File: src/sv/cll_pkg.sv
package cll_pkg;

   localparam logic [1:0] OP_INSERT   = 2'd0;
   localparam logic [1:0] OP_DELETE   = 2'd1;
   localparam logic [1:0] OP_TRAVERSE = 2'd2;

   localparam logic [1:0] STATUS_OK    = 2'd0;
   localparam logic [1:0] STATUS_RANGE = 2'd1;
   localparam logic [1:0] STATUS_FULL  = 2'd2;

   typedef struct packed {
      logic [1:0]         op;
      logic [5:0]         position;
      logic signed [31:0] value;
   } req_type;

   typedef struct packed {
      logic [1:0]         status;
      logic               has_value;
      logic signed [31:0] element;
      logic [5:0]         count;
      logic               last;
   } rsp_type;

   typedef struct packed {
      logic link_we;
      logic value_we;
   } store_ctl_type;

   typedef enum logic [3:0] {
      ST_CLEAR,
      ST_IDLE,
      ST_DECODE,
      ST_INS_FREE,
      ST_INS_TAKE,
      ST_WALK,
      ST_INS_LINK,
      ST_DEL_NEXT,
      ST_DEL_FREE,
      ST_DEL_PUSH,
      ST_TRAV_HEAD,
      ST_TRAV_RD,
      ST_TRAV,
      ST_EMIT
   } seq_state_type;

endpackage

File: src/sv/cll_store.sv
module cll_store
   import cll_pkg::*;
#(
   parameter int ENTRIES     = 64,
   parameter int VALUE_WIDTH = 32
) (
   input  logic                       clock,
   input  store_ctl_type              ctl,
   input  logic [$clog2(ENTRIES)-1:0] link_waddr,
   input  logic [$clog2(ENTRIES)-1:0] link_wdata,
   input  logic [$clog2(ENTRIES)-1:0] value_waddr,
   input  logic [VALUE_WIDTH-1:0]     value_wdata,
   input  logic [$clog2(ENTRIES)-1:0] raddr,
   output logic [$clog2(ENTRIES)-1:0] link_rdata,
   output logic [VALUE_WIDTH-1:0]     value_rdata
);

   localparam int AW = $clog2(ENTRIES);

   logic [AW-1:0]          link_mem [ENTRIES];
   logic [VALUE_WIDTH-1:0] value_mem [ENTRIES];
   logic [AW-1:0]          link_rdata_ff;
   logic [VALUE_WIDTH-1:0] value_rdata_ff;

   always_ff @(posedge clock) begin
      if (ctl.link_we) begin
         link_mem[link_waddr] <= link_wdata;
      end
      link_rdata_ff <= link_mem[raddr];
   end

   always_ff @(posedge clock) begin
      if (ctl.value_we) begin
         value_mem[value_waddr] <= value_wdata;
      end
      value_rdata_ff <= value_mem[raddr];
   end

   assign link_rdata  = link_rdata_ff;
   assign value_rdata = value_rdata_ff;

endmodule

File: src/sv/cll_seq.sv
module cll_seq
   import cll_pkg::*;
#(
   parameter int ENTRIES     = 64,
   parameter int VALUE_WIDTH = 32
) (
   input  logic                       clock,
   input  logic                       reset,
   input  logic                       req_valid,
   input  req_type                    req_data,
   output logic                       busy,
   input  logic                       slot_free,
   output logic                       res_load,
   output rsp_type                    res_data,
   output store_ctl_type              ctl,
   output logic [$clog2(ENTRIES)-1:0] link_waddr,
   output logic [$clog2(ENTRIES)-1:0] link_wdata,
   output logic [$clog2(ENTRIES)-1:0] value_waddr,
   output logic [VALUE_WIDTH-1:0]     value_wdata,
   output logic [$clog2(ENTRIES)-1:0] raddr,
   input  logic [$clog2(ENTRIES)-1:0] link_rdata,
   input  logic [VALUE_WIDTH-1:0]     value_rdata
);

   localparam int AW   = $clog2(ENTRIES);
   localparam int CMPW = ((AW > 6) ? AW : 6) + 1;
   localparam logic [AW-1:0] HDR      = AW'(ENTRIES - 1);
   localparam logic [AW-1:0] LAST_BUF = AW'(ENTRIES - 2);

   seq_state_type          state_ff, state_in;
   logic [AW-1:0]          clr_ff, clr_in;
   logic [1:0]             op_ff, op_in;
   logic [5:0]             pos_ff, pos_in;
   logic [VALUE_WIDTH-1:0] val_ff, val_in;
   logic [AW-1:0]          j_ff, j_in;
   logic [AW-1:0]          k_ff, k_in;
   logic [5:0]             steps_ff, steps_in;
   logic [AW-1:0]          cnt_ff, cnt_in;
   logic [AW-1:0]          n_ff, n_in;
   logic [1:0]             status_ff, status_in;
   logic                   has_ff, has_in;
   logic [31:0]            elem_ff, elem_in;
   logic                   more_ff, more_in;

   logic [CMPW-1:0] pos_ext, cnt_ext, n_ext;
   logic            pos_ok_ins, pos_ok_del, link_bad, trav_fin, list_empty;
   logic [63:0]     req_val64, rd_val64;

   assign pos_ext    = CMPW'(pos_ff);
   assign cnt_ext    = CMPW'(cnt_ff);
   assign n_ext      = CMPW'(n_ff);
   assign pos_ok_ins = (pos_ff != 6'd0) && (pos_ext <= cnt_ext + CMPW'(1));
   assign pos_ok_del = (pos_ff != 6'd0) && (pos_ext <= cnt_ext);
   // free chain exhausted, or walked off the list
   assign link_bad   = (link_rdata == '0) || (link_rdata == HDR);
   assign trav_fin   = (link_rdata == '0) || (n_ext + CMPW'(1) >= cnt_ext);
   assign list_empty = (cnt_ff == '0) || (link_rdata == '0);
   assign req_val64  = 64'(req_data.value);
   assign rd_val64   = 64'(value_rdata);

   always_ff @(posedge clock) begin
      if (reset) begin
         state_ff <= ST_CLEAR;
         clr_ff   <= '0;
         cnt_ff   <= '0;
         more_ff  <= 1'b0;
      end else begin
         state_ff <= state_in;
         clr_ff   <= clr_in;
         cnt_ff   <= cnt_in;
         more_ff  <= more_in;
      end
   end

   always_ff @(posedge clock) begin
      op_ff     <= op_in;
      pos_ff    <= pos_in;
      val_ff    <= val_in;
      j_ff      <= j_in;
      k_ff      <= k_in;
      steps_ff  <= steps_in;
      n_ff      <= n_in;
      status_ff <= status_in;
      has_ff    <= has_in;
      elem_ff   <= elem_in;
   end

   // next state
   always_comb begin
      state_in = state_ff;
      case (state_ff)
         ST_CLEAR: begin
            if (clr_ff == HDR) state_in = ST_IDLE;
         end
         ST_IDLE: begin
            if (req_valid) state_in = ST_DECODE;
         end
         ST_DECODE: begin
            case (op_ff)
               OP_INSERT:   state_in = pos_ok_ins ? ST_INS_FREE : ST_EMIT;
               OP_DELETE:   state_in = pos_ok_del ? ST_WALK : ST_EMIT;
               OP_TRAVERSE: state_in = ST_TRAV_HEAD;
               default:     state_in = ST_EMIT;
            endcase
         end
         ST_INS_FREE:  state_in = link_bad ? ST_EMIT : ST_INS_TAKE;
         ST_INS_TAKE:  state_in = ST_WALK;
         ST_WALK: begin
            if (steps_ff != 6'd0) begin
               state_in = ST_WALK;
            end else if (op_ff == OP_INSERT) begin
               state_in = ST_INS_LINK;
            end else begin
               state_in = link_bad ? ST_EMIT : ST_DEL_NEXT;
            end
         end
         ST_INS_LINK:  state_in = ST_EMIT;
         ST_DEL_NEXT:  state_in = ST_DEL_FREE;
         ST_DEL_FREE:  state_in = ST_DEL_PUSH;
         ST_DEL_PUSH:  state_in = ST_EMIT;
         ST_TRAV_HEAD: state_in = list_empty ? ST_EMIT : ST_TRAV;
         ST_TRAV_RD:   state_in = ST_TRAV;
         ST_TRAV:      state_in = ST_EMIT;
         ST_EMIT: begin
            if (slot_free) state_in = more_ff ? ST_TRAV_RD : ST_IDLE;
         end
         default:      state_in = ST_CLEAR;
      endcase
   end

   // outputs and datapath
   always_comb begin
      clr_in      = clr_ff;
      op_in       = op_ff;
      pos_in      = pos_ff;
      val_in      = val_ff;
      j_in        = j_ff;
      k_in        = k_ff;
      steps_in    = steps_ff;
      cnt_in      = cnt_ff;
      n_in        = n_ff;
      status_in   = status_ff;
      has_in      = has_ff;
      elem_in     = elem_ff;
      more_in     = more_ff;
      busy        = 1'b1;
      res_load    = 1'b0;
      ctl         = '0;
      link_waddr  = '0;
      link_wdata  = '0;
      value_waddr = j_ff;
      value_wdata = val_ff;
      raddr       = '0;
      case (state_ff)
         ST_CLEAR: begin
            ctl.link_we = 1'b1;
            link_waddr  = clr_ff;
            link_wdata  = (clr_ff < LAST_BUF) ? clr_ff + AW'(1) : '0;
            clr_in      = clr_ff + AW'(1);
         end
         ST_IDLE: begin
            busy = 1'b0;
            if (req_valid) begin
               op_in  = req_data.op;
               pos_in = req_data.position;
               val_in = req_val64[VALUE_WIDTH-1:0];
            end
         end
         ST_DECODE: begin
            status_in = STATUS_OK;
            has_in    = 1'b0;
            elem_in   = '0;
            more_in   = 1'b0;
            case (op_ff)
               OP_INSERT: begin
                  if (!pos_ok_ins) status_in = STATUS_RANGE;
                  raddr = '0;
               end
               OP_DELETE: begin
                  if (!pos_ok_del) status_in = STATUS_RANGE;
                  k_in     = HDR;
                  steps_in = pos_ff - 6'd1;
                  raddr    = HDR;
               end
               OP_TRAVERSE: begin
                  raddr = HDR;
               end
               default: begin
                  raddr = '0;
               end
            endcase
         end
         ST_INS_FREE: begin
            if (link_bad) begin
               status_in = STATUS_FULL;
            end else begin
               j_in  = link_rdata;
               raddr = link_rdata;
            end
         end
         ST_INS_TAKE: begin
            // unhook the taken entry from the free chain
            ctl.link_we  = 1'b1;
            ctl.value_we = 1'b1;
            link_waddr   = '0;
            link_wdata   = link_rdata;
            k_in         = HDR;
            steps_in     = pos_ff - 6'd1;
            raddr        = HDR;
         end
         ST_WALK: begin
            // link_rdata holds the link of entry k here
            if (steps_ff != 6'd0) begin
               k_in     = link_rdata;
               steps_in = steps_ff - 6'd1;
               raddr    = link_rdata;
            end else if (op_ff == OP_INSERT) begin
               ctl.link_we = 1'b1;
               link_waddr  = j_ff;
               link_wdata  = link_rdata;
            end else if (link_bad) begin
               status_in = STATUS_RANGE;
            end else begin
               j_in  = link_rdata;
               raddr = link_rdata;
            end
         end
         ST_INS_LINK: begin
            ctl.link_we = 1'b1;
            link_waddr  = k_ff;
            link_wdata  = j_ff;
            cnt_in      = cnt_ff + AW'(1);
         end
         ST_DEL_NEXT: begin
            ctl.link_we = 1'b1;
            link_waddr  = k_ff;
            link_wdata  = link_rdata;
            raddr       = '0;
         end
         ST_DEL_FREE: begin
            ctl.link_we = 1'b1;
            link_waddr  = j_ff;
            link_wdata  = link_rdata;
         end
         ST_DEL_PUSH: begin
            ctl.link_we = 1'b1;
            link_waddr  = '0;
            link_wdata  = j_ff;
            cnt_in      = cnt_ff - AW'(1);
         end
         ST_TRAV_HEAD: begin
            if (!list_empty) begin
               j_in  = link_rdata;
               n_in  = '0;
               raddr = link_rdata;
            end
         end
         ST_TRAV_RD: begin
            raddr = j_ff;
         end
         ST_TRAV: begin
            status_in = STATUS_OK;
            has_in    = 1'b1;
            elem_in   = rd_val64[31:0];
            more_in   = !trav_fin;
            j_in      = link_rdata;
            n_in      = n_ff + AW'(1);
         end
         ST_EMIT: begin
            res_load = slot_free;
         end
         default: begin
            busy = 1'b1;
         end
      endcase
   end

   assign res_data.status    = status_ff;
   assign res_data.has_value = has_ff;
   assign res_data.element   = elem_ff;
   assign res_data.count     = 6'(cnt_ff);
   assign res_data.last      = !more_ff;

endmodule

File: src/sv/cursor_linked_list_engine_core.sv
// list engine on a linked table of ENTRIES entries, value and link per entry
// req channel: one item carries op (insert, delete, traverse), a 1-based
// position and a value. req_stall is high whenever an item is in progress,
// so the block holds one item at a time
// rsp channel: insert, delete and an unused op give one item; traverse gives
// one item per list element in order (one item if the list is empty), last
// marks the final item of each request
// timing: insert and delete walk the links to the position, one table read
// per cycle; a bad position answers without a walk, and traverse reads each
// element in turn. the next req item is taken only once the rsp item is
// loaded. all cost comes from the single read port of the link table
// reset: a clearing pass rebuilds the free chain over all ENTRIES entries,
// one entry a cycle, with req_stall high throughout. the list starts empty
// a stalled rsp item is held in the output register; the next request is
// still taken, and the sequencer waits before overwriting a pending item
module cursor_linked_list_engine_core
   import cll_pkg::*;
#(
   parameter int ENTRIES     = 64,
   parameter int VALUE_WIDTH = 32
) (
   input  logic    clock,
   input  logic    reset,
   input  logic    req_valid,
   output logic    req_stall,
   input  req_type req_data,
   output logic    rsp_valid,
   input  logic    rsp_stall,
   output rsp_type rsp_data
);

   localparam int AW = $clog2(ENTRIES);

   store_ctl_type          ctl;
   logic [AW-1:0]          link_waddr, link_wdata, value_waddr, raddr, link_rdata;
   logic [VALUE_WIDTH-1:0] value_wdata, value_rdata;
   logic                   busy, slot_free, res_load;
   rsp_type                res_data;
   logic                   rsp_valid_ff, rsp_valid_in;
   rsp_type                rsp_data_ff, rsp_data_in;

   assign slot_free = !rsp_valid_ff || !rsp_stall;

   cll_store #(
      .ENTRIES     (ENTRIES),
      .VALUE_WIDTH (VALUE_WIDTH)
   ) u_store (
      .clock       (clock),
      .ctl         (ctl),
      .link_waddr  (link_waddr),
      .link_wdata  (link_wdata),
      .value_waddr (value_waddr),
      .value_wdata (value_wdata),
      .raddr       (raddr),
      .link_rdata  (link_rdata),
      .value_rdata (value_rdata)
   );

   cll_seq #(
      .ENTRIES     (ENTRIES),
      .VALUE_WIDTH (VALUE_WIDTH)
   ) u_seq (
      .clock       (clock),
      .reset       (reset),
      .req_valid   (req_valid),
      .req_data    (req_data),
      .busy        (busy),
      .slot_free   (slot_free),
      .res_load    (res_load),
      .res_data    (res_data),
      .ctl         (ctl),
      .link_waddr  (link_waddr),
      .link_wdata  (link_wdata),
      .value_waddr (value_waddr),
      .value_wdata (value_wdata),
      .raddr       (raddr),
      .link_rdata  (link_rdata),
      .value_rdata (value_rdata)
   );

   always_comb begin
      rsp_valid_in = rsp_valid_ff && rsp_stall;
      rsp_data_in  = rsp_data_ff;
      if (res_load) begin
         rsp_valid_in = 1'b1;
         rsp_data_in  = res_data;
      end
   end

   always_ff @(posedge clock) begin
      if (reset) begin
         rsp_valid_ff <= 1'b0;
      end else begin
         rsp_valid_ff <= rsp_valid_in;
      end
   end

   always_ff @(posedge clock) begin
      rsp_data_ff <= rsp_data_in;
   end

   assign req_stall = busy;
   assign rsp_valid = rsp_valid_ff;
   assign rsp_data  = rsp_data_ff;

endmodule

File: config.mk
export PLATFORM = sky130hd
export DESIGN_NAME = cursor_linked_list_engine_core
export DESIGN_NICKNAME = d
export VERILOG_FILES = /design/src/sv/cll_pkg.sv /design/src/sv/cll_store.sv /design/src/sv/cll_seq.sv /design/src/sv/cursor_linked_list_engine_core.sv
export SDC_FILE = /design/constraint.sdc
export NUM_CORES = 2
export LEC_CHECK = 0
export ABC_AREA = 0
export BUFFER_PORTS_ARGS = -buffer_cell sky130_fd_sc_hd__buf_4
export CAP_MARGIN = 20
export CELL_PAD_IN_SITES_DETAIL_PLACEMENT = 0
export CELL_PAD_IN_SITES_GLOBAL_PLACEMENT = 2
export CORE_MARGIN = 1
export CORE_UTILIZATION = 25
export DETAILED_ROUTE_END_ITERATION = 8
export PLACE_DENSITY = 0.45
export SETUP_SLACK_MARGIN = 0.05
export SLEW_MARGIN = 20
export SYNTH_ARGS = -nofsm -noshare
export SYNTH_HDL_FRONTEND = slang
export SYNTH_SLANG_ARGS = --single-unit
File: constraint.sdc
create_clock -name clock -period 4.6 [get_ports clock]
set_input_delay 0.23 -clock clock [delete_from_list [all_inputs] [get_ports clock]]
set_output_delay 0.23 -clock clock [all_outputs]
set_load 0.05 [all_outputs]
# Word level (Yosys, flattened, before mapping)
# Memory sizes are Yosys's and may differ from the RTL's. A register that Yosys moved wholly into a read port is not among the register bits.
# Index checks and enable logic that the tools add are counted.
# totals
ramBits	2432
romBits	0
latch_bits	0
in_bits	44
register_bits	159
output_inout_bits	44
n_memories	2
# classes
n_eq_ne	27
div	0
shifts	0
n_mux	62
n_addsub	8
bitwise	0
n_reduce_logical	35
n_mul	0
order_cmp	4
# mem_list
name	words	word_bits	rd	rd_clocked_by_memory_dff	wr	line_no	text
u_store.value_mem	64	32	1	1	1	cll_store.sv:21	logic [VALUE_WIDTH-1:0] value_mem [ENTRIES];
u_store.link_mem	64	6	1	1	1	cll_store.sv:20	logic [AW-1:0] link_mem [ENTRIES];
# op_table
operator	n
$mux 6	19
$pmux 6 s4	3
$pmux 32 s2	1
$pmux 4 s12	1
$mux 4	10
$pmux 6 s3	2
$pmux 6 s6	1
$eq 4x4->1 const B	6
$pmux 6 s2	2
$add 6x1->6 const B	3
$sub 6x1->6 const B	3
$eq 4x3->1 const B	4
$add 6x1->7 const B	2
$mux 1	13
$eq 6x6->1 const B	2
$logic_not 6->1	2
$ne 2x1->1 const B	6
$pmux 4 s3	1
$reduce_bool 6->1	2
$eq 4x2->1 const B	2
$mux 2	4
$ne 2x2->1 const B	4
$pmux 2 s4	1
$reduce_bool 4->1	2
23 further kinds	40

# Depth between registers and ports, before layout
# logic_depth
ltp_word	6
depth_mapped	16
mapped_depth_nobuf	13

# By module
# A second synthesis with hierarchy kept.
# hier_totals
hier_cells	4648
area_unflattened_um2	100621.5
# modules_own_cells
mod	instances	area_per_inst_um2	cells_per_inst	seq_area_each_um2
cll_store	1	93465.9	4093	73790.8
cll_seq	1	5861.9	509	3313.2
cursor_linked_list_engine_core	1	1293.7	46	1281.2

# Least setup slack after synthesis
# No wires, ideal clock.
# synth_path
kind	register to register
startpoint	register u_seq.state_ff[0]
endpoint	register rsp_data_ff (netlist bit rsp_data[0]), enable pin
path_stages_with_launch	6
t_arrival_ns	3.249
path_slack_ns	0.896
period_less_slack_ns	3.704
t_required_ns	4.145
path_cell_list	dfxtp_1 -> buf_2 -> clkbuf_1 -> clkbuf_1 -> nand3_1 -> a21oi_1
# synth_via
elab_chain_len	2
# synth_rtl
element	line_no	text
from (decl)	cll_seq.sv:30	seq_state_type state_ff, state_in;
from (signal assigned)	cll_seq.sv:68	state_ff <= state_in;
$eq 4x4->1	cll_seq.sv:154	case (state_ff)
$mux 1	cll_seq.sv:154	
via res_load	cursor_linked_list_engine_core.sv:37	logic busy, slot_free, res_load;
to (signal assigned)	cursor_linked_list_engine_core.sv:99	rsp_data_ff <= rsp_data_in;
to (decl)	cursor_linked_list_engine_core.sv:40	rsp_type rsp_data_ff, rsp_data_in;
# The timed path passes the listed nets, and every way through them passes these cells.
# A chain may end at the register's enable or synchronous reset.

# Worst setup path in the final report
# layout_path
startpoint	register u_seq.state_ff[2]
endpoint	register u_store.value_rdata_ff[2], in the netlist u_store.value_rdata[2], read port of u_store.value_mem
# layout_via
elab_chain_len	2
elab_cells_between_ends	7
classes_between	eq/ne (6); mux (1)
# layout_rtl
element	line_no	text
$eq 4x4->1 (tied with other cells)	cll_seq.sv:154	
$pmux 6 s6 (*)	cll_seq.sv:154	
to (decl)	cll_store.sv:23	logic [VALUE_WIDTH-1:0] value_rdata_ff;
# Every way passes the cells marked *; elsewhere a longest branch is shown, timed or not.

==> impl_metrics.ini <==
[sta]
clock_skew_ps = 74.0
period_minus_slack_ps = 4410
slew_violations = 0
worstMarginPinSlew_ps = 1180
max-slew-margin-rel_pct = 21.0
post-route-period-util_pct = 95.8
final-setup-viol-count = 0
fin_hold_ws_ps = 95.6
hold_viol_final = 0
rsz0062_at_grt = false
fmax_mhz = 227
final.setup.tns_ps = 0

[power_and_ir_drop]
power_switching_mw = 10.7
pwr_density_cell_nw_per_um2 = 394
p_clk_share_pct = 47.6
peakVddDrop_uv = 253
p_sw_share_pct = 21.2
p_leak_nw = 43.7
intPower_mw = 40.0
combPwrFrac_pct = 1.1
p_seq_share_pct = 51.3

[hold_path]
hold_class = input pin to flip-flop
hold_path_startpoint = req_data[38]

[global_routing]
grt_util_met2_pct = 30.2
met1_usage_pct = 28.6
track_usage_pct = 19.2
antenna_found_initial = 59
grt_pass1_vias = 66100
globalRouteMet3Util_pct = 2.70
grt_max_degree = 87
grt_overflow = 0
top_usage_layer = met2
grt_pass1_wl_mm = 572

[logic_synthesis]
ys_types = 65
syn_nets = 7107
synth-edff-count = 2573
yosys_warnings = 0
ys_seq_elements = 2629
ys.flop_type = edfxtp_1
yosysSeqAreaShare_pct = 74.3
synth_cells = 7031
postSynth.asyncResetShare_pct = 0
syn_area_um2 = 106000
synth_area_per_cell_um2 = 15.0

[cells_and_area]
utilization_pct = 30.7
mostFrequentLayoutCell = edfxtp_1
drive_above_1_share_pct = 16.9
final_cell_mix = edfxtp_1 (2,573), nand2_1 (886), a211oi_1 (758)
num-nets-final = 7703
final_cell_area_um2 = 129000
area_growth_pct = 22.0

[placement]
port_buffers = 87
place_area_um2 = 118000
gp_congestion = 0.781
dpl.hpwl_mm = 258

[setup_path]
crit_path_frequent_cell = buf_12
critical_path.cell_chain = nor2b_4, nand2_2, o211ai_4, buf_12, buf_12, buf_12, a211oi_1, a2111oi_0, a311oi_1, a211oi_2, buf_4, nor4_1
setup.worst_path.start = u_seq.state_ff[2]
critPathRequiredTime_ps = 5440
rr_startpoint = u_seq.state_ff[2]
arrival_ps = 5250
startpoint_type = flip-flop
path_max_fanout = 29
crit_type = flip-flop to flip-flop
end_kind = flip-flop
slowest_delay_ps = 710
crit_slowest_cell = a211oi_2

[run]
cap_violations = 0

[drt]
ant_nets = 0
dr.pass1.iters = 5
via_per_inst = 4.93
drt-total-wl_mm = 419
first_iter_violations = 6775
route.detailed.drc = 0
wl_per_cell_um = 31.0
vias = 66600

[floorplan]
dieArea_um2 = 425000
die_x_um = 652
core_um2 = 420000
start_util_pct = 25.1
rows = 238
ioPinCount = 88
die_h_um = 652

[cts]
cts_max_path_buffers = 4
cts_tree = done
cts-root-buf = clkbuf_16
clk_pin_slew_ps = 60
htreeDepth = 5
post_cts.repair.setup_buffers = 0
clk_latency_ps = 960
clock_sinks = 2629
cts_buffers = 321

[outcome]
status = complete, no violations
==> sequential cells by signal (all words and copies together), names as in the netlist, 4 cells and up <==
register and count:
u_store.link_mem 384, u_seq.n_ff 6, u_seq.clr_ff 6, u_store.link_rdata 6, u_seq.state_ff 4, u_seq.pos_ff 6, u_store.value_rdata 32, rsp_data 42
u_seq.elem_ff 32, u_seq.value_wdata 32, u_seq.steps_ff 6, u_seq.k_ff 6, u_seq.cnt_ff 6, u_seq.value_waddr 6, u_store.value_mem 2048
==> Yosys cell counts (31+ instances only) <==
library cell	instances	area, um2
mux2i_1	388	3880
nand2_1	889	3340
dfxtp_1	56	1120
buf_2	168	841
a31oi_1	154	963
and3_1	42	263
a211oi_1	800	6010
a311oi_1	267	2340
a221oi_1	43	377
nor4_1	42	263
buf_4	35	263
inv_1	442	1660
o221ai_1	152	1330
ha_1	31	388
nor2_1	177	664
a2111oi_0	191	1670
edfxtp_1	2573	77300
clkbuf_1	335	1260
==> worst max-delay path, delay by kind of cell, from the launching register on <==
family / cells / cell delay [ps]
AO/OA/AOI/OAI: 5 / 2160
buffers and inverters: 4 / 960
AND/OR/NAND/NOR: 3 / 660
flip-flops: 1 / 410
==> per-layer routing <==
layer | vias up | part of all wire (%)
met2 | 2070 | 45
met4 | 2 | 1.3
met1 | 35100 | 48
met3 | 371 | 5.5
li1 | 29100 | -
met5 | - | 0.0031
==> through the flow <==
step                power [mW]  setup slack [ps]  std cells
floorplan                 26.7               896       7031
finish                    50.8               191      13500
global route              52.3              66.1      13500
CTS                       51.4              63.3      13500
detailed placement        27.0              -493      12900
global placement          27.0              -929      12800
==> power by group through the flow <==
stage | clock (mW) | combinational [mW] | sequential, mW
floorplan | 0 | 0.219 | 26.5
global placement | 0 | 0.517 | 26.5
detailed placement | 0 | 0.519 | 26.5
CTS | 24.8 | 0.578 | 26.0
global route | 25.7 | 0.596 | 26.0
finish | 24.2 | 0.563 | 26.0
==> worst paths after layout <==
kind | to | slack (ps) | cells past startpoint
max | u_store.value_rdata[2] | 190 | 12
min | u_seq.op_ff[0] | 100 | 2
max reg2reg | u_store.value_rdata[2] | 190 | 12
min reg2reg | rsp_data[31] | 420 | 0
==> kinds of logic after synthesis <==
group	synth area share [%]
muxes	3.68
adders and majority gates	0.386
buffers and inverters	3.93
AOI/OAI and AO/OA	12.7
xor gates and xnor gates	0.224
DFF	74.3
and+or+nand+nor	4.84
==> final cells by class <==
class                   instances  area [um2]
fillers                     41600      291000
flip-flops and latches       2629       78400
multi-input cells            3394       24000
clock buffers                 422        8540
repair buffers                838        7860
well taps                    5640        7060
inverters                     443        1660
clock inverters               147        1210
diodes                         14        35.0
==> what timing repair did <==
item                                    in CTS  in global routing
resized for setup                            9                  9
endpoints found under the hold margin      100                  0
hold buffers                                82                  0
pin swaps                                    0                  2
endpoints found under the setup margin       8                 11
Note: power is estimated with default switching activity, not from simulation.
